**src/design/wpp_pkg.sv**
```systemverilog
`timescale 1ns / 1ps
// shared types and constants of the weighted pitch picker
// no dependencies
package wpp_pkg;

	localparam int CLASS_COUNT_DEF = 12;
	localparam int WEIGHT_W        = 7;
	localparam int CLASS_W         = 4;
	localparam int NOTE_W          = 7;
	localparam int OCTAVE_W        = 4;
	localparam int CHANNEL_W       = 5;
	localparam int OFFSET_W        = 7;
	localparam int CFG_DATA_W      = 42;
	localparam int CFG_INDEX_W     = 3;
	localparam int CLASSES_PER_REG = 6;
	localparam int NOTES_PER_OCTAVE = 12;
	localparam int RELOAD_CLASSES  = 2 * CLASSES_PER_REG;

	localparam logic [NOTE_W-1:0]    NOTE_MAX        = 7'd127;
	localparam logic [CHANNEL_W-1:0] MIDI_CHANNEL_RST = 5'd1;

	typedef enum logic [1:0] {
		STEP_NOTE    = 2'd0,
		STEP_REST    = 2'd1,
		STEP_NEITHER = 2'd2
	} step_kind_t;

	typedef enum logic [CFG_INDEX_W-1:0] {
		CFG_DROP_AMOUNT     = 3'd0,
		CFG_RESET_LEVEL     = 3'd1,
		CFG_OCTAVE_A        = 3'd2,
		CFG_OCTAVE_B        = 3'd3,
		CFG_RELOAD_LOW_SIX  = 3'd4,
		CFG_RELOAD_HIGH_SIX = 3'd5,
		CFG_MIDI_CHANNEL    = 3'd6
	} cfg_reg_t;

	// result of the weight scan
	typedef struct packed {
		logic                found;
		logic [CLASS_W-1:0]  idx;
		logic [WEIGHT_W-1:0] best;
	} pick_t;

endpackage

```
**src/design/wpp_step_if.sv**
```systemverilog
`timescale 1ns / 1ps
// valid/ready channel carrying one sequencer step word
// depends on wpp_pkg
interface wpp_step_if;
	logic                               valid;
	logic                               ready;
	logic [1:0]                         step_kind;
	logic signed [wpp_pkg::OFFSET_W-1:0] note_offset;
	logic [wpp_pkg::OCTAVE_W-1:0]       octave_choice;

	modport source (output valid, step_kind, note_offset, octave_choice, input ready);
	modport sink (input valid, step_kind, note_offset, octave_choice, output ready);
endinterface

```
**src/design/wpp_event_if.sv**
```systemverilog
`timescale 1ns / 1ps
// valid/ready channel carrying one note event word
// depends on wpp_pkg
interface wpp_event_if;
	logic                          valid;
	logic                          ready;
	logic                          event_on;
	logic [wpp_pkg::NOTE_W-1:0]    note_number;
	logic [wpp_pkg::CHANNEL_W-1:0] channel;
	logic [wpp_pkg::CLASS_W-1:0]   picked_class;

	modport source (output valid, event_on, note_number, channel, picked_class, input ready);
	modport sink (input valid, event_on, note_number, channel, picked_class, output ready);
endinterface

```
**src/design/wpp_argmax.sv**
```systemverilog
`timescale 1ns / 1ps
// compare-select tree finding the heaviest pitch class
// depends on wpp_pkg
module wpp_argmax #(
	parameter int CLASS_COUNT = wpp_pkg::CLASS_COUNT_DEF
) (
	input  logic [wpp_pkg::WEIGHT_W-1:0] weights [CLASS_COUNT],
	input  logic                         scan_down,
	output wpp_pkg::pick_t               pick
);
	localparam int IDX_W  = $clog2(CLASS_COUNT);
	localparam int LEAVES = 1 << IDX_W;

	// heap layout: node n has children 2n (lower classes) and 2n+1
	logic [wpp_pkg::WEIGHT_W-1:0] node_w [1:2*LEAVES-1];
	logic [IDX_W-1:0]             node_i [1:2*LEAVES-1];

	genvar g;
	generate
		for (g = 0; g < LEAVES; g++) begin : g_leaf
			if (g < CLASS_COUNT) begin : g_real
				assign node_w[LEAVES+g] = weights[g];
			end else begin : g_pad
				assign node_w[LEAVES+g] = '0;
			end
			assign node_i[LEAVES+g] = IDX_W'(g);
		end
		for (g = 1; g < LEAVES; g++) begin : g_node
			logic take_hi;
			// upward scan keeps the lower class on a tie, downward the higher one
			assign take_hi = scan_down ? (node_w[2*g+1] >= node_w[2*g])
			                           : (node_w[2*g+1] > node_w[2*g]);
			assign node_w[g] = take_hi ? node_w[2*g+1] : node_w[2*g];
			assign node_i[g] = take_hi ? node_i[2*g+1] : node_i[2*g];
		end
	endgenerate

	assign pick.found = (node_w[1] != '0);
	assign pick.idx   = wpp_pkg::CLASS_W'(node_i[1]);
	assign pick.best  = node_w[1];
endmodule

```
**src/design/wpp_note_calc.sv**
```systemverilog
`timescale 1ns / 1ps
// note number from class, octave and transpose, clamped to midi range
// depends on wpp_pkg
module wpp_note_calc (
	input  logic [wpp_pkg::CLASS_W-1:0]         pick,
	input  logic [wpp_pkg::OCTAVE_W-1:0]        octave,
	input  logic signed [wpp_pkg::OFFSET_W-1:0] offset,
	output logic [wpp_pkg::NOTE_W-1:0]          note
);
	logic [7:0]        oct_semis;
	logic signed [9:0] sum;

	always_comb begin
		oct_semis = 8'(octave * wpp_pkg::NOTES_PER_OCTAVE);
		sum = signed'({6'b0, pick}) + signed'({2'b0, oct_semis}) + 10'(offset);
		if (sum < 10'sd0) begin
			note = '0;
		end else if (sum > signed'({3'b0, wpp_pkg::NOTE_MAX})) begin
			note = wpp_pkg::NOTE_MAX;
		end else begin
			note = sum[wpp_pkg::NOTE_W-1:0];
		end
	end
endmodule

```
**src/design/weighted_pitch_picker_gate.sv**
```systemverilog
`timescale 1ns / 1ps
// top level of the weighted pitch picker: config registers, step register,
// weight state and event register; uses wpp_pkg, wpp_step_if, wpp_event_if,
// wpp_argmax and wpp_note_calc
//
//  channel  | dir | word                                          | note
//  ---------+-----+-----------------------------------------------+--------------------
//  step     | in  | step_kind, note_offset, octave_choice         | one word per step
//  note     | out | event_on, note_number, channel, picked_class  | zero or one per step
//  cfg      | in  | cfg_we, cfg_index, cfg_wdata                  | write only, no wait
//
// a step word waits in the step register, where the weight scan,
// note arithmetic and state update run; the event lands in the output
// register at the same edge as the state update.
// one step per cycle is taken while the event register is free or drained.
// reset clears weights, pick, held note and config, channel to 1; no clearing pass.
// a stalled event holds the step register, which in turn drops step.ready.
module weighted_pitch_picker_gate #(
	parameter int CLASS_COUNT = wpp_pkg::CLASS_COUNT_DEF
) (
	input  logic                               clk,
	input  logic                               arst_n,
	input  logic                               cfg_we,
	input  logic [wpp_pkg::CFG_INDEX_W-1:0]    cfg_index,
	input  logic [wpp_pkg::CFG_DATA_W-1:0]     cfg_wdata,
	wpp_step_if.sink                           step,
	wpp_event_if.source                        note
);
	localparam int IDX_W = $clog2(CLASS_COUNT);
	localparam int WW    = wpp_pkg::WEIGHT_W;

	// configuration registers
	logic [WW-1:0]                     drop_amount_q;
	logic [WW-1:0]                     reset_level_q;
	logic [wpp_pkg::OCTAVE_W-1:0]      octave_a_q;
	logic [wpp_pkg::OCTAVE_W-1:0]      octave_b_q;
	logic [wpp_pkg::CFG_DATA_W-1:0]    reload_low_q;
	logic [wpp_pkg::CFG_DATA_W-1:0]    reload_high_q;
	logic [wpp_pkg::CHANNEL_W-1:0]     midi_channel_q;

	// step register
	logic                              valid_s1;
	logic [1:0]                        step_kind_s1;
	logic signed [wpp_pkg::OFFSET_W-1:0] note_offset_s1;
	logic [wpp_pkg::OCTAVE_W-1:0]      octave_choice_s1;

	// picker state
	logic [WW-1:0]                     weights_q [CLASS_COUNT];
	logic [IDX_W-1:0]                  last_pick_q;
	logic                              note_active_q;
	logic [wpp_pkg::NOTE_W-1:0]        held_note_q;

	// event register
	logic                              out_valid_q;
	logic                              event_on_q;
	logic [wpp_pkg::NOTE_W-1:0]        note_number_q;
	logic [wpp_pkg::CHANNEL_W-1:0]     channel_q;
	logic [wpp_pkg::CLASS_W-1:0]       picked_class_q;

	// step-stage logic
	logic                              s1_fire;
	logic                              gen_on;
	logic                              gen_off;
	wpp_pkg::pick_t                    pick;
	logic [IDX_W-1:0]                  new_pick;
	logic [wpp_pkg::NOTE_W-1:0]        calc_note;
	logic [WW-1:0]                     dropped_w;
	logic [WW-1:0]                     check_w;
	logic                              do_reload;
	logic [WW-1:0]                     reload_w [CLASS_COUNT];

	// config write port
	always_ff @(posedge clk or negedge arst_n) begin
		if (!arst_n) begin
			drop_amount_q  <= '0;
			reset_level_q  <= '0;
			octave_a_q     <= '0;
			octave_b_q     <= '0;
			reload_low_q   <= '0;
			reload_high_q  <= '0;
			midi_channel_q <= wpp_pkg::MIDI_CHANNEL_RST;
		end else if (cfg_we) begin
			unique case (cfg_index)
				wpp_pkg::CFG_DROP_AMOUNT:     drop_amount_q  <= cfg_wdata[WW-1:0];
				wpp_pkg::CFG_RESET_LEVEL:     reset_level_q  <= cfg_wdata[WW-1:0];
				wpp_pkg::CFG_OCTAVE_A:        octave_a_q     <= cfg_wdata[wpp_pkg::OCTAVE_W-1:0];
				wpp_pkg::CFG_OCTAVE_B:        octave_b_q     <= cfg_wdata[wpp_pkg::OCTAVE_W-1:0];
				wpp_pkg::CFG_RELOAD_LOW_SIX:  reload_low_q   <= cfg_wdata;
				wpp_pkg::CFG_RELOAD_HIGH_SIX: reload_high_q  <= cfg_wdata;
				wpp_pkg::CFG_MIDI_CHANNEL:    midi_channel_q <= cfg_wdata[wpp_pkg::CHANNEL_W-1:0];
				default: ;
			endcase
		end
	end

	// reload weights: six classes per register, class 12 and above reload to zero
	genvar g;
	generate
		for (g = 0; g < CLASS_COUNT; g++) begin : g_reload
			if (g < wpp_pkg::CLASSES_PER_REG) begin : g_lo
				assign reload_w[g] = reload_low_q[WW*g +: WW];
			end else if (g < wpp_pkg::RELOAD_CLASSES) begin : g_hi
				assign reload_w[g] = reload_high_q[WW*(g-wpp_pkg::CLASSES_PER_REG) +: WW];
			end else begin : g_zero
				assign reload_w[g] = '0;
			end
		end
	endgenerate

	// the step register moves on whenever the event register has room
	assign s1_fire    = valid_s1 && (!out_valid_q || note.ready);
	assign step.ready = !valid_s1 || s1_fire;

	always_ff @(posedge clk or negedge arst_n) begin
		if (!arst_n) begin
			valid_s1 <= 1'b0;
		end else if (step.ready) begin
			valid_s1 <= step.valid;
		end
	end

	always_ff @(posedge clk) begin
		if (step.ready && step.valid) begin
			step_kind_s1     <= step.step_kind;
			note_offset_s1   <= step.note_offset;
			octave_choice_s1 <= step.octave_choice;
		end
	end

	wpp_argmax #(
		.CLASS_COUNT(CLASS_COUNT)
	) u_argmax (
		.weights  (weights_q),
		.scan_down(octave_a_q > octave_b_q),
		.pick     (pick)
	);

	// with every weight at zero the previous pick stands
	assign new_pick = pick.found ? pick.idx[IDX_W-1:0] : last_pick_q;

	wpp_note_calc u_note_calc (
		.pick  (wpp_pkg::CLASS_W'(new_pick)),
		.octave(octave_choice_s1),
		.offset(note_offset_s1),
		.note  (calc_note)
	);

	always_comb begin
		gen_on  = (step_kind_s1 == wpp_pkg::STEP_NOTE) && !note_active_q;
		gen_off = (step_kind_s1 == wpp_pkg::STEP_REST) && note_active_q;
		// scan winner weight equals the picked weight, also when all are zero
		dropped_w = (pick.best > drop_amount_q) ? (pick.best - drop_amount_q) : '0;
		// reload test looks at the picked class after this step's drop
		check_w   = gen_on ? dropped_w : weights_q[last_pick_q];
		do_reload = (check_w <= reset_level_q);
	end

	always_ff @(posedge clk or negedge arst_n) begin
		if (!arst_n) begin
			for (int i = 0; i < CLASS_COUNT; i++) begin
				weights_q[i] <= '0;
			end
			last_pick_q   <= '0;
			note_active_q <= 1'b0;
			held_note_q   <= '0;
		end else if (s1_fire) begin
			for (int i = 0; i < CLASS_COUNT; i++) begin
				if (do_reload) begin
					weights_q[i] <= reload_w[i];
				end else if (gen_on && (new_pick == IDX_W'(i))) begin
					weights_q[i] <= dropped_w;
				end
			end
			if (gen_on) begin
				last_pick_q   <= new_pick;
				note_active_q <= 1'b1;
				held_note_q   <= calc_note;
			end else if (gen_off) begin
				note_active_q <= 1'b0;
			end
		end
	end

	// event register
	always_ff @(posedge clk or negedge arst_n) begin
		if (!arst_n) begin
			out_valid_q <= 1'b0;
		end else if (s1_fire) begin
			out_valid_q <= gen_on || gen_off;
		end else if (note.ready) begin
			out_valid_q <= 1'b0;
		end
	end

	always_ff @(posedge clk) begin
		if (s1_fire) begin
			event_on_q     <= gen_on;
			note_number_q  <= gen_on ? calc_note : held_note_q;
			channel_q      <= midi_channel_q;
			picked_class_q <= wpp_pkg::CLASS_W'(gen_on ? new_pick : last_pick_q);
		end
	end

	assign note.valid        = out_valid_q;
	assign note.event_on     = event_on_q;
	assign note.note_number  = note_number_q;
	assign note.channel      = channel_q;
	assign note.picked_class = picked_class_q;

	// the held class always names a real weight
	a_pick_in_range: assert property (@(posedge clk) disable iff (!arst_n)
		32'(last_pick_q) < CLASS_COUNT)
		else $error("last pick outside class range");

	// a note-on sets the active flag
	a_on_sets_active: assert property (@(posedge clk) disable iff (!arst_n)
		(s1_fire && gen_on) |=> note_active_q)
		else $error("note-on did not mark note active");

	// a note-off carries the note that was held
	a_off_held_note: assert property (@(posedge clk) disable iff (!arst_n)
		(s1_fire && gen_off) |=> (note.valid && !note.event_on
			&& note.note_number == $past(held_note_q)))
		else $error("note-off does not match held note");

	// note-on and note-off never come from the same step
	a_on_off_excl: assert property (@(posedge clk) disable iff (!arst_n)
		!(gen_on && gen_off))
		else $error("step produced both note-on and note-off");

endmodule

```
**src/flat_wrapper.sv**
```systemverilog
// flat-port wrapper written by rule: the top's interface ports become plain ports
module weighted_pitch_picker_gate_flat 
#(
	parameter int CLASS_COUNT = wpp_pkg::CLASS_COUNT_DEF
)
  (clk, arst_n, cfg_we, cfg_index, cfg_wdata, step_valid, step_step_kind, step_note_offset, step_octave_choice, step_ready, note_valid, note_event_on, note_note_number, note_channel, note_picked_class, note_ready);
  wpp_step_if step_i ();
  wpp_event_if note_i ();
  input  logic clk;
  input  logic arst_n;
  input  logic cfg_we;
  input  logic [wpp_pkg::CFG_INDEX_W-1:0] cfg_index;
  input  logic [wpp_pkg::CFG_DATA_W-1:0] cfg_wdata;
  input wire logic [$bits(step_i.valid)-1:0] step_valid;
  input wire logic [$bits(step_i.step_kind)-1:0] step_step_kind;
  input wire logic [$bits(step_i.note_offset)-1:0] step_note_offset;
  input wire logic [$bits(step_i.octave_choice)-1:0] step_octave_choice;
  output wire logic [$bits(step_i.ready)-1:0] step_ready;
  output wire logic [$bits(note_i.valid)-1:0] note_valid;
  output wire logic [$bits(note_i.event_on)-1:0] note_event_on;
  output wire logic [$bits(note_i.note_number)-1:0] note_note_number;
  output wire logic [$bits(note_i.channel)-1:0] note_channel;
  output wire logic [$bits(note_i.picked_class)-1:0] note_picked_class;
  input wire logic [$bits(note_i.ready)-1:0] note_ready;
  assign step_i.valid = step_valid;
  assign step_i.step_kind = step_step_kind;
  assign step_i.note_offset = step_note_offset;
  assign step_i.octave_choice = step_octave_choice;
  assign step_ready = step_i.ready;
  assign note_valid = note_i.valid;
  assign note_event_on = note_i.event_on;
  assign note_note_number = note_i.note_number;
  assign note_channel = note_i.channel;
  assign note_picked_class = note_i.picked_class;
  assign note_i.ready = note_ready;
  weighted_pitch_picker_gate #(.CLASS_COUNT(CLASS_COUNT)) u_core (.clk(clk), .arst_n(arst_n), .cfg_we(cfg_we), .cfg_index(cfg_index), .cfg_wdata(cfg_wdata), .step(step_i), .note(note_i));
endmodule
```
**config.mk**
```make
export PLATFORM = sky130hd
export DESIGN_NAME = weighted_pitch_picker_gate_flat
export DESIGN_NICKNAME = d
export VERILOG_FILES = /design/src/design/wpp_pkg.sv /design/src/design/wpp_step_if.sv /design/src/design/wpp_event_if.sv /design/src/design/wpp_argmax.sv /design/src/design/wpp_note_calc.sv /design/src/design/weighted_pitch_picker_gate.sv /design/src/flat_wrapper.sv
export SDC_FILE = /design/constraint.sdc
export NUM_CORES = 1
export LEC_CHECK = 0
export BUFFER_PORTS_ARGS = -buffer_cell sky130_fd_sc_hd__buf_2
export CAP_MARGIN = 15
export CORE_MARGIN = 2
export CORE_UTILIZATION = 40
export DETAILED_ROUTE_END_ITERATION = 10
export PLACE_DENSITY = 0.55
export RECOVER_POWER = 100
export SLEW_MARGIN = 40
export SYNTH_ARGS = -nofsm -noshare
export SYNTH_HDL_FRONTEND = slang
export SYNTH_SLANG_ARGS = --single-unit
```
**constraint.sdc**
```tcl
create_clock -name clk -period 15.92 [get_ports clk]
set_input_delay 3.98 -clock clk [delete_from_list [all_inputs] [get_ports clk]]
set_output_delay 3.98 -clock clk [all_outputs]
set_load 0.005 [all_outputs]
```
==> impl_metrics.csv, run 1 <==
group,metric,value,unit
worst_setup_path,slowest_stage,"a21oi_1",
layout,multi_input_area,8190,µm²
worst_hold_path,hold_depth,0,
yosys,yosysSeqAreaShare,40.4,%
clocking,clock_sink_count,239,
detailed_routing,first_pass_iters,6,
worst_setup_path,start_kind,"flip-flop",
yosys,synth_top_family_by_area,"multiplexers",
sta,fin_setup_tns,0,ns
run,drv_cap,6,
yosys,netlist_area,15200,µm²
worst_hold_path,hold_end,"u_core.note.channel[4]$_DFFE_PP_",
worst_setup_path,worstSetupPathType,"reg2reg",
layout,drive_above_1_share,18.5,%
detailed_routing,viasPerCell,5.61,
floorplanning,die_w,199,µm
yosys,synth_area_per_cell,10.5,µm²
floorplanning,pin_count,82,
yosys,synth_compound_area_share,15.9,%
layout,n_antenna_cell,0,
clocking,cts_made_buffers,29,
clocking,cts_root_buf,"clkbuf_16",
worst_setup_path,worst-r2r-setup-slack,2.30,ns
detailed_routing,wirelength,44700,µm
worst_setup_path,r2r_end,"u_core.weights_q[35]$_DFFE_PN0P_",
yosys,synth_fa_ha_area_share,8.71,%
layout,layout_common_cells,"dfrtp_1, a21oi_1, inv_1",
global_route,grt_max_degree,88,
yosys,synth_edf_count,30,
sta,fin_crit,13.62,ns
yosys,synth_flop_cell,"dfrtp_1",
sta,hold_violations,0,
run_status,status,"finished with violations",
detailed_routing,vias,11500,
sta,timing.slew.headroom,-179,%
worst_setup_path,cp_max_fo,87,
yosys,synthSimpleGateAreaFrac,8.56,%
sta,fmax,73.4,MHz
yosys,syn_inst,1439,
worst_setup_path,worst_r2r_startpoint,"u_core.octave_b_q[1]$_DFFE_PN0P_",
global_route,grt_first_pass_wirelength,68400,µm
clocking,insertion_delay,0.58,ns
clocking,htree_levels,1,
sta,rsz0062_at_grt,"false",
global_route,grt_use_total,23.1,%
global_route,gr-total-overflow,0,
placed_design,dpl.hpwl,33700,µm
floorplanning,dieArea,39500,µm²
run_status,violations,"capacitance limit, slew limit",
layout,final_common_cell,"dfrtp_1",
sta,slew_violations,328,
sta,fin_crit_sh,85.6,%
clocking,cts_tree,"built",
placed_design,place_congestion,0.933,
detailed_routing,drt_iter0_drc,1068,
clocking,clk_pin_slew,0.06,ns
floorplanning,core_area,37500,µm²
layout,fillers,3624,
global_route,grt_pass1_vias,11400,
sta,tightest_slew,4.19,ns
yosys,synth_nets,1605,
worst_setup_path,slowest_delay,0.77,ns
yosys,ys_types,91,
yosys,synth.area.mux_share,19.3,%
clocking,ctsResizeCount,0,
placed_design,port_buffers,81,
layout,final_nets,1679,
yosys,yosys_warnings,0,
detailed_routing,drcViolationCount,0,
worst_hold_path,hold_class,"reg2reg",
worst_setup_path,r2r_cells,60,
clocking,cts_setup_buffers,0,
worst_setup_path,critPathCaptureType,"flip-flop",
sta,finClkSkew,0.0125,ns
layout,areaGrowthSynthToFinish,12.3,%
yosys,async_flop_share,87.4,%
floorplanning,die_h,199,µm
yosys,synth_seq_cells,239,
worst_setup_path,worst_ep_required_time,16.36,ns
worst_setup_path,cp.arrival,14.06,ns
worst_hold_path,min_from,"u_core.midi_channel_q[4]$_DFFE_PN0P_",
clocking,ctsHoldBuffers,0,
global_route,antenna_found_initial,0,
sta,setup_viol,0,
detailed_routing,detail_route.wl_per_cell,21.9,µm
floorplanning,rows,71,
worst_setup_path,cp_common_cell,"a21oi_1",
floorplanning,initial_core_util,40.5,%
layout,seqCellArea,6130,µm²
yosys,synth_xor_area_share,1.62,%
detailed_routing,antenna_left,0,
clocking,cts_max_path_buffers,3,
[cell usage after synthesis, types with 9 or more instances]
| library cell | instances | area, µm² |
|---|---|---|
| dfrtp_1 | 208 | 5200 |
| a21oi_1 | 151 | 756 |
| inv_1 | 150 | 563 |
| mux2i_1 | 127 | 1270 |
| mux2_2 | 101 | 1140 |
| ha_1 | 100 | 1250 |
| nor2_1 | 62 | 233 |
| nand2_1 | 52 | 195 |
| clkbuf_1 | 44 | 165 |
| o21ai_0 | 41 | 205 |
| edfxtp_1 | 30 | 901 |
| a21o_1 | 26 | 195 |
| mux4_2 | 21 | 473 |
| nand2b_1 | 19 | 119 |
| nand3_1 | 18 | 90.1 |
| nor2b_1 | 16 | 100 |
| a211oi_1 | 14 | 105 |
| xnor2_1 | 14 | 123 |
| xor2_1 | 14 | 123 |
| o22ai_1 | 12 | 75.1 |
| o211ai_1 | 11 | 82.6 |
| nand4_1 | 10 | 62.6 |
| a21boi_0 | 9 | 67.6 |
| o21ai_1 | 9 | 45.0 |
[logic make-up after synthesis]
kind of cell / Yosys count
buffers and inverters: 209
xor gates and xnor gates: 28
AOI/OAI and AO/OA: 364
and+or+nand+nor: 243
adders and majority gates: 104
DFF: 239
muxes: 252
[sequential cells by signal, summed over array words and instances, names as in the netlist, 5 cells and up]
register,count
u_core.drop_amount_q,7
u_core.reset_level_q,7
u_core.held_note_q,7
u_core.midi_channel_q,5
u_core.note_offset_s1,7
u_core.reload_low_q,42
u_core.reload_high_q,42
u_core.note.channel,5
u_core.note.note_number,7
u_core.weights_q,84
[per-layer routing]
| metal | share of wire, % | track usage [%] | routed length [µm] |
|---|---|---|---|
| met2 | 45 | 36.6 | 20100 |
| met4 | 3.6 | 7.77 | 1600 |
| met1 | 47 | 32.3 | 20800 |
| met3 | 5.0 | 3.49 | 2230 |
| met5 | 0 | 0 | 0 |
[worst max-delay path: cells and delay by family (launching register included)]
kind / cells / cell delay [ns]
fa+ha+maj: 6 / 1.94
flops: 1 / 0.34
compound gates: 29 / 6.93
mux: 2 / 0.48
simple gates: 15 / 1.72
buf+inv: 8 / 2.00
[how the worst max path moves through the flow]
stage          slack, ns                              from                          endpoint  cells after the start
3_3_place_gp        3.05  u_core.octave_b_q[3]$_DFFE_PN0P_  u_core.weights_q[31]$_DFFE_PN0P_                     58
2_1_floorplan       4.47  u_core.octave_b_q[3]$_DFFE_PN0P_  u_core.weights_q[10]$_DFFE_PN0P_                     59
4_1_cts             2.90  u_core.octave_b_q[3]$_DFFE_PN0P_  u_core.weights_q[37]$_DFFE_PN0P_                     58
5_1_grt             0.96  u_core.octave_b_q[1]$_DFFE_PN0P_   u_core.weights_q[0]$_DFFE_PN0P_                     59
6_report            2.30  u_core.octave_b_q[1]$_DFFE_PN0P_  u_core.weights_q[35]$_DFFE_PN0P_                     60
3_5_place_dp        2.97  u_core.octave_b_q[3]$_DFFE_PN0P_  u_core.weights_q[37]$_DFFE_PN0P_                     58
[metrics by stage]
step                      instances  instance area, µm²  util [%]  worst slack, ns  hold slack [ns]
after floorplan                1439               15200         -             4.47            0.419
after global placement         1991               16100      43.1             3.05            0.425
after detailed placement       1991               16200      43.1             2.97            0.436
after CTS                      2043               17200      45.8             2.90            0.447
after global routing           2045               17000      45.4            0.960            0.462
final                          2045               17000      45.4             2.30            0.445
[layout make-up]
type                       count  area share (%)
tap                          511            3.75
clock buffer                  38            4.63
sequential                   239            36.0
clock inverter                14            1.27
inverter                     151            3.33
timing repair buffer         101            2.97
multi-input combinational    991            48.1
Power of run 1 is not shown: default switching activity piles up to over one toggle a cycle in this logic, so the estimate is an artifact.
==> run 2, diff against run 1 <==
--- a/config.mk
+++ b/config.mk
@@ -7,6 +7,7 @@
 export LEC_CHECK = 0
 export BUFFER_PORTS_ARGS = -buffer_cell sky130_fd_sc_hd__buf_2
 export CAP_MARGIN = 15
+export CORE_ASPECT_RATIO = 0.5
 export CORE_MARGIN = 2
 export CORE_UTILIZATION = 40
 export DETAILED_ROUTE_END_ITERATION = 10
==> run 2 against run 1 <==
- the flow still finishes with violations (capacitance limit, slew limit)
- first-iteration DRC count up 3.7%
- design area down 1.1%
- fmax down 2.4%
- critical path type unchanged
- sequential cell count unchanged
- utilization down 0.41 points
- register-to-register slack worse by 0.33 ns
- largest cell class unchanged
- via count up 1.4%
- routed wire length up 5.8%
- setup slack worse by 0.33 ns
- sequential share of layout area up 0.40 points
- cell count down 1.5%
- critical path depth down 1
==> impl_metrics.csv, run 2 (synthesis gave the netlist of run 1 again) <==
group,metric,value,unit
run_status,status,"finished with violations",
run_status,violations,"capacitance limit, slew limit",
clocking,cts_root_buf,"clkbuf_16",
sta,fin_crit_sh,87.6,%
floorplanning,rows,50,
global_route,grt_first_pass_wirelength,72600,µm
layout,n_antenna_cell,0,
detailed_routing,viasPerCell,5.77,
floorplanning,initial_core_util,40.5,%
layout,fillers,3560,
worst_setup_path,cp_max_fo,49,
worst_setup_path,critPathTopFamily,"compound AO/OA/AOI/OAI gates",
worst_hold_path,min_from,"u_core.midi_channel_q[4]$_DFFE_PN0P_",
worst_setup_path,cp_num_buf_inv,7,
layout,reg_top3,"u_core.weights_q (84), u_core.reload_high_q (42), u_core.reload_low_q (42)",
layout,layout_common_cells,"dfrtp_1, a21oi_1, inv_1",
sta,timing.slew.headroom,-251,%
floorplanning,core_area,37400,µm²
sta,slew_violations,293,
global_route,gr-total-overflow,0,
placed_design,port_buffers,81,
sta,tightest_slew,5.26,ns
layout,areaGrowthSynthToFinish,11.1,%
detailed_routing,first_pass_iters,5,
sta,fin_crit,13.95,ns
floorplanning,pin_count,82,
clocking,htree_levels,1,
sta,rsz0062_at_grt,"false",
detailed_routing,drt_iter0_drc,1107,
run,drv_cap,5,
clocking,cts_setup_buffers,0,
worst_hold_path,hold_class,"reg2reg",
worst_setup_path,cp_common_cell,"a21oi_1",
sta,hold_violations,0,
clocking,clk_pin_slew,0.07,ns
worst_setup_path,worst_r2r_startpoint,"u_core.octave_b_q[1]$_DFFE_PN0P_",
placed_design,place_congestion,0.961,
sta,fin_setup_tns,0,ns
layout,multi_input_area,8210,µm²
detailed_routing,antenna_left,0,
layout,final_nets,1671,
worst_setup_path,critPathCaptureType,"flip-flop",
detailed_routing,wirelength,47300,µm
worst_setup_path,start_kind,"flip-flop",
detailed_routing,detail_route.wl_per_cell,23.5,µm
layout,seqCellArea,6130,µm²
global_route,antenna_found_initial,0,
worst_setup_path,slowest_stage,"a32o_1",
sta,setup_viol,0,
worst_setup_path,worst-r2r-setup-slack,1.97,ns
clocking,cts_max_path_buffers,3,
clocking,cts_tree,"built",
detailed_routing,vias,11600,
global_route,grt_pass1_vias,11700,
clocking,ctsHoldBuffers,0,
global_route,grt_max_degree,94,
floorplanning,die_h,142,µm
layout,regMostFlops,"u_core.weights_q",
placed_design,dpl.hpwl,35900,µm
worst_setup_path,worstSetupPathType,"reg2reg",
sta,fmax,71.7,MHz
detailed_routing,drcViolationCount,0,
sta,finClkSkew,0.0245,ns
worst_setup_path,worst_ep_required_time,16.39,ns
layout,final_common_cell,"dfrtp_1",
worst_setup_path,critPathLaunch,"u_core.octave_b_q[1]$_DFFE_PN0P_",
clocking,ctsResizeCount,0,
layout,drive_above_1_share,18.0,%
layout,largest_register_ffs,84,
layout,fin_util,45.0,%
worst_setup_path,slowest_delay,0.65,ns
global_route,grt_use_total,24.1,%
floorplanning,dieArea,39600,µm²
worst_setup_path,cp.arrival,14.42,ns
floorplanning,die_w,279,µm
clocking,cts_made_buffers,23,
clocking,clock_sink_count,239,
clocking,insertion_delay,0.56,ns
[run 2: layout make-up]
type                       instances  area share, %
multi-input combinational        991           48.7
sequential                       239           36.4
clock buffer                      31           3.90
tap                              494           3.67
inverter                         151           3.36
timing repair buffer              99           2.96
clock inverter                    10           1.01
[run 2: per-layer routing]
layer	vias to the layer above	share of wire, %	track usage (%)
li1	5333	-	-
met1	5911	49	36.5
met2	332	43	36.4
met3	50	6.3	4.18
met4	0	1.6	4.19
met5	-	0	0
[run 2: metrics by stage]
| step | hold WS, ns | worst slack (ns) | instance area [µm²] | std cells |
|---|---|---|---|---|
| 4_1_cts | 0.459 | 2.91 | 17000 | 2015 |
| 5_1_grt | 0.473 | 0.940 | 16800 | 2015 |
| 2_1_floorplan | 0.419 | 4.47 | 15200 | 1439 |
| 3_5_place_dp | 0.443 | 2.94 | 16100 | 1974 |
| 6_report | 0.455 | 1.97 | 16800 | 2015 |
| 3_3_place_gp | 0.428 | 2.92 | 16100 | 1974 |
[run 2: worst paths after layout]
check / endpoint / cells after the start
max in group asynchronous: u_core.note_active_q$_DFFE_PN0P_ / 3
max: u_core.weights_q[46]$_DFFE_PN0P_ / 59
min: u_core.note.channel[4]$_DFFE_PP_ / 0
max reg2reg: u_core.weights_q[46]$_DFFE_PN0P_ / 59
min in group asynchronous: u_core.reload_high_q[16]$_DFFE_PN0P_ / 1
min reg2reg: u_core.note.channel[4]$_DFFE_PP_ / 0
[run 2: worst reg2reg max path, delay by kind of cell (launching register included)]
family	cells	cell delay (ns)
AOI/OAI and AO/OA	27	6.79
adders and majority gates	6	1.68
buffers and inverters	7	1.53
DFF	1	0.34
muxes	4	1.50
and+or+nand+nor	15	2.06
Power of run 2 is left out for the same reason.
==> run 3, diff against run 2 <==
--- a/config.mk
+++ b/config.mk
@@ -11,7 +11,7 @@
 export CORE_MARGIN = 2
 export CORE_UTILIZATION = 40
 export DETAILED_ROUTE_END_ITERATION = 10
-export PLACE_DENSITY = 0.55
+export PLACE_DENSITY = 0.57
 export RECOVER_POWER = 100
 export SLEW_MARGIN = 40
 export SYNTH_ARGS = -nofsm -noshare
==> constraint.sdc (replaced) <==
create_clock -name clk -period 11.9 [get_ports clk]
set_input_delay 2.975 -clock clk [delete_from_list [all_inputs] [get_ports clk]]
set_output_delay 2.975 -clock clk [all_outputs]
set_load 0.005 [all_outputs]
==> run 3 against run 2 <==
- the run still ends with capacitance limit, slew limit left
- via count grew 1.6%
- cell count grew 2.3%
- global-route usage is 0.46 points lower
- setup slack worse by 1.3 ns
- fmax grew 25%
- sequential cell count is the same
- critical path depth shrank 5
- highest routed layer unchanged
==> impl_metrics.csv, run 3 (synthesis gave the netlist of run 1 again) <==
group,metric,value,unit
sta,finClkSkew,0.0356,ns
layout,seqCellArea,6130,µm²
run_status,violations,"capacitance limit, slew limit",
worst_hold_path,hold_class,"reg2reg",
clocking,ctsHoldBuffers,0,
sta,fmax,89.3,MHz
detailed_routing,antenna_left,0,
worst_setup_path,cp_common_cell,"ha_1",
placed_design,place_ws,0.0249,ns
layout,multi_input_area,8360,µm²
placed_design,port_buffers,81,
sta,hold_violations,0,
floorplanning,initial_core_util,40.5,%
global_route,grt_first_pass_wirelength,71300,µm
global_route,grt_max_degree,106,
placed_design,dpl.hpwl,35000,µm
worst_setup_path,cp_max_fo,8,
worst_setup_path,worst_ep_required_time,12.39,ns
sta,fin_crit,11.20,ns
clocking,cts_root_buf,"clkbuf_16",
floorplanning,rows,50,
layout,regMostFlops,"u_core.weights_q",
worst_setup_path,start_kind,"flip-flop",
sta,tightest_slew,3.95,ns
clocking,clk_pin_slew,0.07,ns
layout,n_antenna_cell,0,
worst_setup_path,worstSetupPathType,"reg2reg",
clocking,cts_made_buffers,26,
layout,final_nets,1716,
sta,rsz0062_at_grt,"true",
global_route,antenna_found_initial,1,
detailed_routing,drt_iter0_drc,905,
layout,layout_common_cells,"dfrtp_1, inv_1, a21oi_1",
worst_setup_path,slowest_delay,0.47,ns
layout,areaGrowthSynthToFinish,14.8,%
floorplanning,dieArea,39600,µm²
global_route,grt_pass1_vias,11900,
worst_setup_path,cp.arrival,11.69,ns
clocking,cts_max_path_buffers,3,
worst_setup_path,critPathCaptureType,"flip-flop",
clocking,cts_tree,"built",
detailed_routing,first_pass_iters,6,
sta,setup_viol,0,
layout,fin_util,46.6,%
sta,fin_setup_tns,0,ns
worst_setup_path,cp_num_buf_inv,7,
layout,fillers,3487,
sta,timing.slew.headroom,-163,%
layout,final_common_cell,"dfrtp_1",
worst_hold_path,hold_depth,0,
clocking,insertion_delay,0.58,ns
detailed_routing,wirelength,46600,µm
floorplanning,die_w,279,µm
run_status,status,"finished with violations",
global_route,gr-total-overflow,0,
sta,fin_crit_sh,94.1,%
worst_setup_path,critPathTopFamily,"compound AO/OA/AOI/OAI gates",
run,drv_cap,6,
global_route,grt_use_total,23.7,%
layout,largest_register_ffs,84,
floorplanning,die_h,142,µm
sta,slew_violations,302,
clocking,clock_sink_count,239,
worst_setup_path,slowest_stage,"dfrtp_1",
worst_setup_path,crit_cells,54,
sta,worst_slack,0.697,ns
layout,reg_top3,"u_core.weights_q (84), u_core.reload_high_q (42), u_core.reload_low_q (42)",
sta,whs,0.457,ns
detailed_routing,viasPerCell,5.73,
detailed_routing,detail_route.wl_per_cell,22.6,µm
placed_design,place_congestion,0.965,
clocking,htree_levels,1,
worst_setup_path,r2r_cells,54,
floorplanning,core_area,37400,µm²
detailed_routing,vias,11800,
layout,drive_above_1_share,21.9,%
detailed_routing,drcViolationCount,0,
floorplanning,pin_count,82,
-- run 3: changes by cell type in the layout (fill, tap and decap cells not counted), moves of 3 or more --
cell	previous run	this run
clkinv_4	0	3
and3_1	7	2
a21oi_1	151	146
buf_12	0	5
and3_2	0	3
a21oi_4	4	7
buf_4	11	47
bufinv_16	4	1
-- run 3: metrics by stage --
step	std cells	cell area [µm²]
after global placement	2008	16400
after global routing	2061	17400
after detailed placement	2008	16400
after CTS	2053	17200
after floorplan	1439	15200
final	2061	17400
-- run 3: timing repair --
action | in CTS | in global routing
setup endpoints to repair | 4 | 98
gates resized for setup | 1 | 30
setup buffers | 0 | 7
-- run 3: final cells by class --
cell class | instances | area share (%)
Multi-Input combinational cell | 991 | 48.0
Sequential cell | 239 | 35.2
Timing Repair Buffer | 141 | 5.14
Clock buffer | 33 | 4.12
Tap cell | 494 | 3.55
Inverter | 151 | 3.25
Clock inverter | 12 | 0.733
-- run 3: routing by layer --
layer / vias up / routed length (µm) / GRT usage [%]
met5: - / 0 / 0
met2: 371 / 20400 / 36.4
met1: 5945 / 22000 / 33.6
met4: 0 / 941 / 5.49
li1: 5432 / - / -
met3: 69 / 3350 / 5.75
-- run 3: final timing paths --
check,start,endpoint,slack [ns]
worst max-delay path,u_core.weights_q[82]$_DFFE_PN0P_,u_core.held_note_q[1]$_DFFE_PN0P_,0.70
worst min-delay path,u_core.midi_channel_q[3]$_DFFE_PN0P_,u_core.note.channel[3]$_DFFE_PP_,0.46
worst max register to register,u_core.weights_q[82]$_DFFE_PN0P_,u_core.held_note_q[1]$_DFFE_PN0P_,0.70
worst min register to register,u_core.midi_channel_q[3]$_DFFE_PN0P_,u_core.note.channel[3]$_DFFE_PP_,0.46
max in group asynchronous,arst_n,u_core.weights_q[53]$_DFFE_PN0P_,4.53
min in group asynchronous,arst_n,u_core.reload_low_q[21]$_DFFE_PN0P_,2.87
Power of run 3 is left out for the same reason.
